## config.mk

```make
export PLATFORM = sky130hd
export DESIGN_NAME = dit_ctrl
export DESIGN_NICKNAME = d
export VERILOG_FILES = /design/src/design/dit_pkg.sv /design/src/design/dit_ctrl.sv
export SDC_FILE = /design/constraint.sdc
export NUM_CORES = 1
export LEC_CHECK = 0
export BUFFER_PORTS_ARGS = -buffer_cell sky130_fd_sc_hd__buf_2
export CORE_AREA = 2 2 39 41
export DETAILED_ROUTE_END_ITERATION = 12
export DIE_AREA = 0 0 41 43
export PLACE_DENSITY = 0.44
export SYNTH_ARGS = -nofsm -noshare
export SYNTH_HDL_FRONTEND = slang
export SYNTH_SLANG_ARGS = --single-unit
```

## constraint.sdc

```tcl
create_clock -name clock -period 1.1 [get_ports clock]
set_input_delay 0.055 -clock clock [delete_from_list [all_inputs] [get_ports clock]]
set_output_delay 0.055 -clock clock [all_outputs]
set_load 0.01 [all_outputs]
```

## src/design/dit_pkg.sv

```systemverilog
// ----------------------------------------------------------------------------
// dit_pkg
// Shared types and constants of the disjoint interval tracker.
// ----------------------------------------------------------------------------
`default_nettype none

package dit_pkg;

   localparam int MAX_RANGES_DEF = 32;
   localparam int VALUE_BITS_DEF = 16;
   localparam int RANGE_W        = 16;
   localparam int STATUS_W       = 3;

   typedef enum logic [STATUS_W-1:0] {
      ST_NEW     = 3'd0,
      ST_BELOW   = 3'd1,
      ST_ABOVE   = 3'd2,
      ST_BRIDGE  = 3'd3,
      ST_PRESENT = 3'd4,
      ST_FULL    = 3'd5,
      ST_LISTED  = 3'd6,
      ST_EMPTY   = 3'd7
   } status_type;

   typedef enum logic {
      OP_ADD  = 1'b0,
      OP_LIST = 1'b1
   } op_type;

   typedef enum logic [1:0] {
      S_IDLE,
      S_COMMIT,
      S_LIST
   } state_type;

   // controller to datapath
   typedef struct packed {
      logic capture;     // latch value and compare flags of an add
      logic start_list;  // rewind the listing index
      logic commit;      // apply the add and load the result
      logic emit;        // load one listing result and rotate the table
   } dit_cmd_type;

   // datapath to controller
   typedef struct packed {
      logic list_done;
   } dit_stat_type;

endpackage

`default_nettype wire

```

## src/design/dit_ctrl.sv

```systemverilog
// ----------------------------------------------------------------------------
// dit_ctrl
// Sequencer of the tracker: input handshake, add commit, listing, result
// valid.
// ----------------------------------------------------------------------------
`default_nettype none

module dit_ctrl
   import dit_pkg::*;
(
   input  wire logic         clock,
   input  wire logic         reset,
   input  wire logic         req_tvalid,
   output logic              req_tready,
   input  wire logic         req_op,
   output logic              rsp_tvalid,
   input  wire logic         rsp_tready,
   output dit_cmd_type       cmd,
   input  wire dit_stat_type stat
);

   state_type state_ff, state_in;
   logic      rsp_valid_ff, rsp_valid_in;
   logic      out_free;

   assign out_free = !rsp_valid_ff || rsp_tready;

   always_comb begin
      state_in = state_ff;
      case (state_ff)
         S_IDLE: begin
            if (req_tvalid) state_in = (req_op == OP_LIST) ? S_LIST : S_COMMIT;
         end
         S_COMMIT: begin
            if (out_free) state_in = S_IDLE;
         end
         S_LIST: begin
            if (out_free && stat.list_done) state_in = S_IDLE;
         end
         default: state_in = S_IDLE;
      endcase
   end

   always_comb begin
      req_tready     = (state_ff == S_IDLE);
      cmd.capture    = (state_ff == S_IDLE) && req_tvalid && (req_op == OP_ADD);
      cmd.start_list = (state_ff == S_IDLE) && req_tvalid && (req_op == OP_LIST);
      cmd.commit     = (state_ff == S_COMMIT) && out_free;
      cmd.emit       = (state_ff == S_LIST) && out_free;
      // hold the result until taken, reload when a new one is produced
      if (cmd.commit || cmd.emit) rsp_valid_in = 1'b1;
      else if (rsp_tready)         rsp_valid_in = 1'b0;
      else                         rsp_valid_in = rsp_valid_ff;
   end

   always_ff @(posedge clock) begin
      if (reset) begin
         state_ff     <= S_IDLE;
         rsp_valid_ff <= 1'b0;
      end else begin
         state_ff     <= state_in;
         rsp_valid_ff <= rsp_valid_in;
      end
   end

   assign rsp_tvalid = rsp_valid_ff;

endmodule

`default_nettype wire

```

==> impl_results.md <==
* Outcome: finished, final reports clean
* Register bit total from synthesis at 3
* Crit path launch type: flop
* Max-capacitance violation count at 0
* Worst Clk Skew at 0.002738 ns
* Number of flops mapped to enable cells by yosys at 0
* Syn_nets at 24
* Min-Delay Path Class: in2reg
* Clock Tree Buf Depth at 2
* Hold endpoint: rsp_tvalid
* Top-area cell type share of the netlist area at 38.10%
* # diodes at 0
* Top_reg_cell synth: dfxtp_1
* Largest fanout on the critical path at 5
* Fmax at 0.9558 GHz
* Hold WS at 0.01346 ns
* Fillers at 154
* Lkg Pwr at 0.1350 nW
* Io pins at 12
* Via count at 183
* Path depth of the worst reg2reg path at 3
* Unique masters post-synth at 12
* Clock Sinks at 3
* Initial core utilization at 11.39%
* Final Util at 21.07%
* Reg-to-reg endpoint: state_ff[1]
* Post-synthesis sequential area ratio at 38.10%
* R2r startpoint: state_ff[0]
* Final hold violation count at 0
* Gr usage total at 7.515%
* Post-DRT Antenna Nets at 0
* Post-place instance area at 232.7 µm²
* Worst-Skew Late Latency at 0.23 ns
* RSZ-0062 raised after global routing: true
* Avg Cell Area, Syn at 8.758 µm²
* DRC violations left at 0
* CTS Buf Count at 3
* Mapped cell area at 157.7 µm²
* Fraction of registers with async set or reset after synthesis at 0%
* Hold Crit Depth at 2
* DR iter-0 viols at 6
* Synth Warn # at 0
* Die X at 41 µm
* GPL Wtd Cong at 0.6202
* Die height at 43 µm
* Final #Nets at 40
* Top post-synthesis cells by area: dfxtp_1, nand2b_1, and3_4
* Grt ovf at 0
* CP Class: reg2out
* Htree depth at 1
* Routed wire length per instance at 9.265 µm
* Root buffer cell: clkbuf_4
* Avg Vias per Cell at 3.735
* Worst vdd ir at 0.7402 mV
* Critical Path RT at 1.04 ns
* Most common library cells after synthesis: dfxtp_1, nand2b_1, a21oi_1, nor2_1
* Multi-input logic area at 118.9 µm²
* Period utilization at 95.11%
* Period minus WS final at 1.046 ns
* R2r setup slk at 0.20 ns
* Initial antenna violation count at 0
* Row count at 14
* Worst slew margin relative to its limit at 88.38%
* CTS tree: done
* Via count of the first global-routing pass at 192
* IO Port Bufs at 11
* DRT Pass-1 Iters at 3
* Worst hold start: reset
* Core region area at 1384 µm²
* Largest net degree at the start of global routing at 7
* Setup TNS at 0 ns
* Die footprint at 1763 µm²
* Syn-to-layout area delta at 84.92%
* Drt total wl at 454 µm
* PwrDens at 1345 nW/µm²
* Reg area at 65.06 µm²
* Yosys top cell by area: dfxtp_1
* Tightest Pin Transition at 0.1738 ns
* Clock-pin slew on the worst setup and hold paths at 0.04 ns
* Crit path DAT at 0.99 ns
* Final Slew Violations at 0
* Final setup violation count at 0
* Mapped Cells at 18
* Placed wire-length estimate at 340.5 µm
* First-pass GRT wire length at 793 µm
* Design area at 291.5 µm²
* CP Capture Type: primary output
* Fraction of layout cells with a size suffix above 1 at 63.64%
worst max-delay path, stage by stage, from the launching register on:
cell	delay [ns]
dfxtp_4	0.36
nor2_4	0.11
and3_4	0.19
buf_6	0.10
cells in the final DEF, fill, tap and decap left out, drive strengths merged:
| cell | count |
|---|---|
| a21oi | 2 |
| a31oi | 1 |
| and3 | 1 |
| buf | 11 |
| clkbuf | 4 |
| dfxtp | 3 |
| nand2b | 3 |
| nor2 | 3 |
| nor2b | 1 |
| nor3 | 1 |
| nor3b | 1 |
| nor4b | 1 |
| o21ba | 1 |
metrics by stage:
stage                     power (mW)  cells  worst slack (ns)
final                         0.3920     49           0.05376
after global routing          0.4300     49          -0.01172
after CTS                     0.3890     49         0.0006047
after detailed placement      0.1873     45            0.1716
after global placement        0.1881     45            0.1530
after floorplan               0.1572     18            0.1769
cells by family after synthesis:
kind of cell,share of synthesized area (%)
AND/OR/NAND/NOR,45.25
AO/OA/AOI/OAI,16.67
flip-flops,38.10
flip-flops by register name, summed over array words and instances, names as in the netlist:
name / flops
state_ff: 2
rsp_tvalid: 1
layer usage:
| metal | routed length [µm] | vias up | GRT usage [%] |
|---|---|---|---|
| met5 | 0 | - | 0 |
| met4 | 0 | 0 | 4.000 |
| met3 | 83 | 0 | 9.424 |
| met2 | 133 | 15 | 6.250 |
| met1 | 238 | 73 | 9.904 |
| li1 | - | 95 | - |
cell type report:
type	instances	area share, %
timing repair buffer	11	21.03
clock buffer	4	9.013
tap	16	6.867
sequential	3	22.32
multi-input combinational	15	40.77
power breakdown:
group          internal [mW]  total, mW  leakage, nW  switching [mW]
clock                  0.136      0.194       0.0150          0.0583
combinational         0.0397     0.0710       0.0943          0.0313
sequential             0.116      0.127       0.0257          0.0107
worst max-delay path by stage:
stage / start / end / slack, ns / cells past startpoint
5_1_grt: state_ff[0] / cmd[3] / -0.01 / 2
4_1_cts: state_ff[1] / cmd[2] / 0.0006 / 3
6_report: state_ff[1] / cmd[2] / 0.05 / 3
2_1_floorplan: state_ff[0] / state_ff[1] / 0.18 / 3
3_3_place_gp: state_ff[0] / state_ff[1] / 0.15 / 3
3_5_place_dp: state_ff[0] / state_ff[1] / 0.17 / 3
timing repair:
| item | CTS | global route |
|---|---|---|
| resized for setup | 0 | 9 |
| buffers inserted | 0 | 0 |
| hold buffers | 0 | 0 |
| setup endpoints to repair | 0 | 4 |
Power figures use the tool's default switching activity.
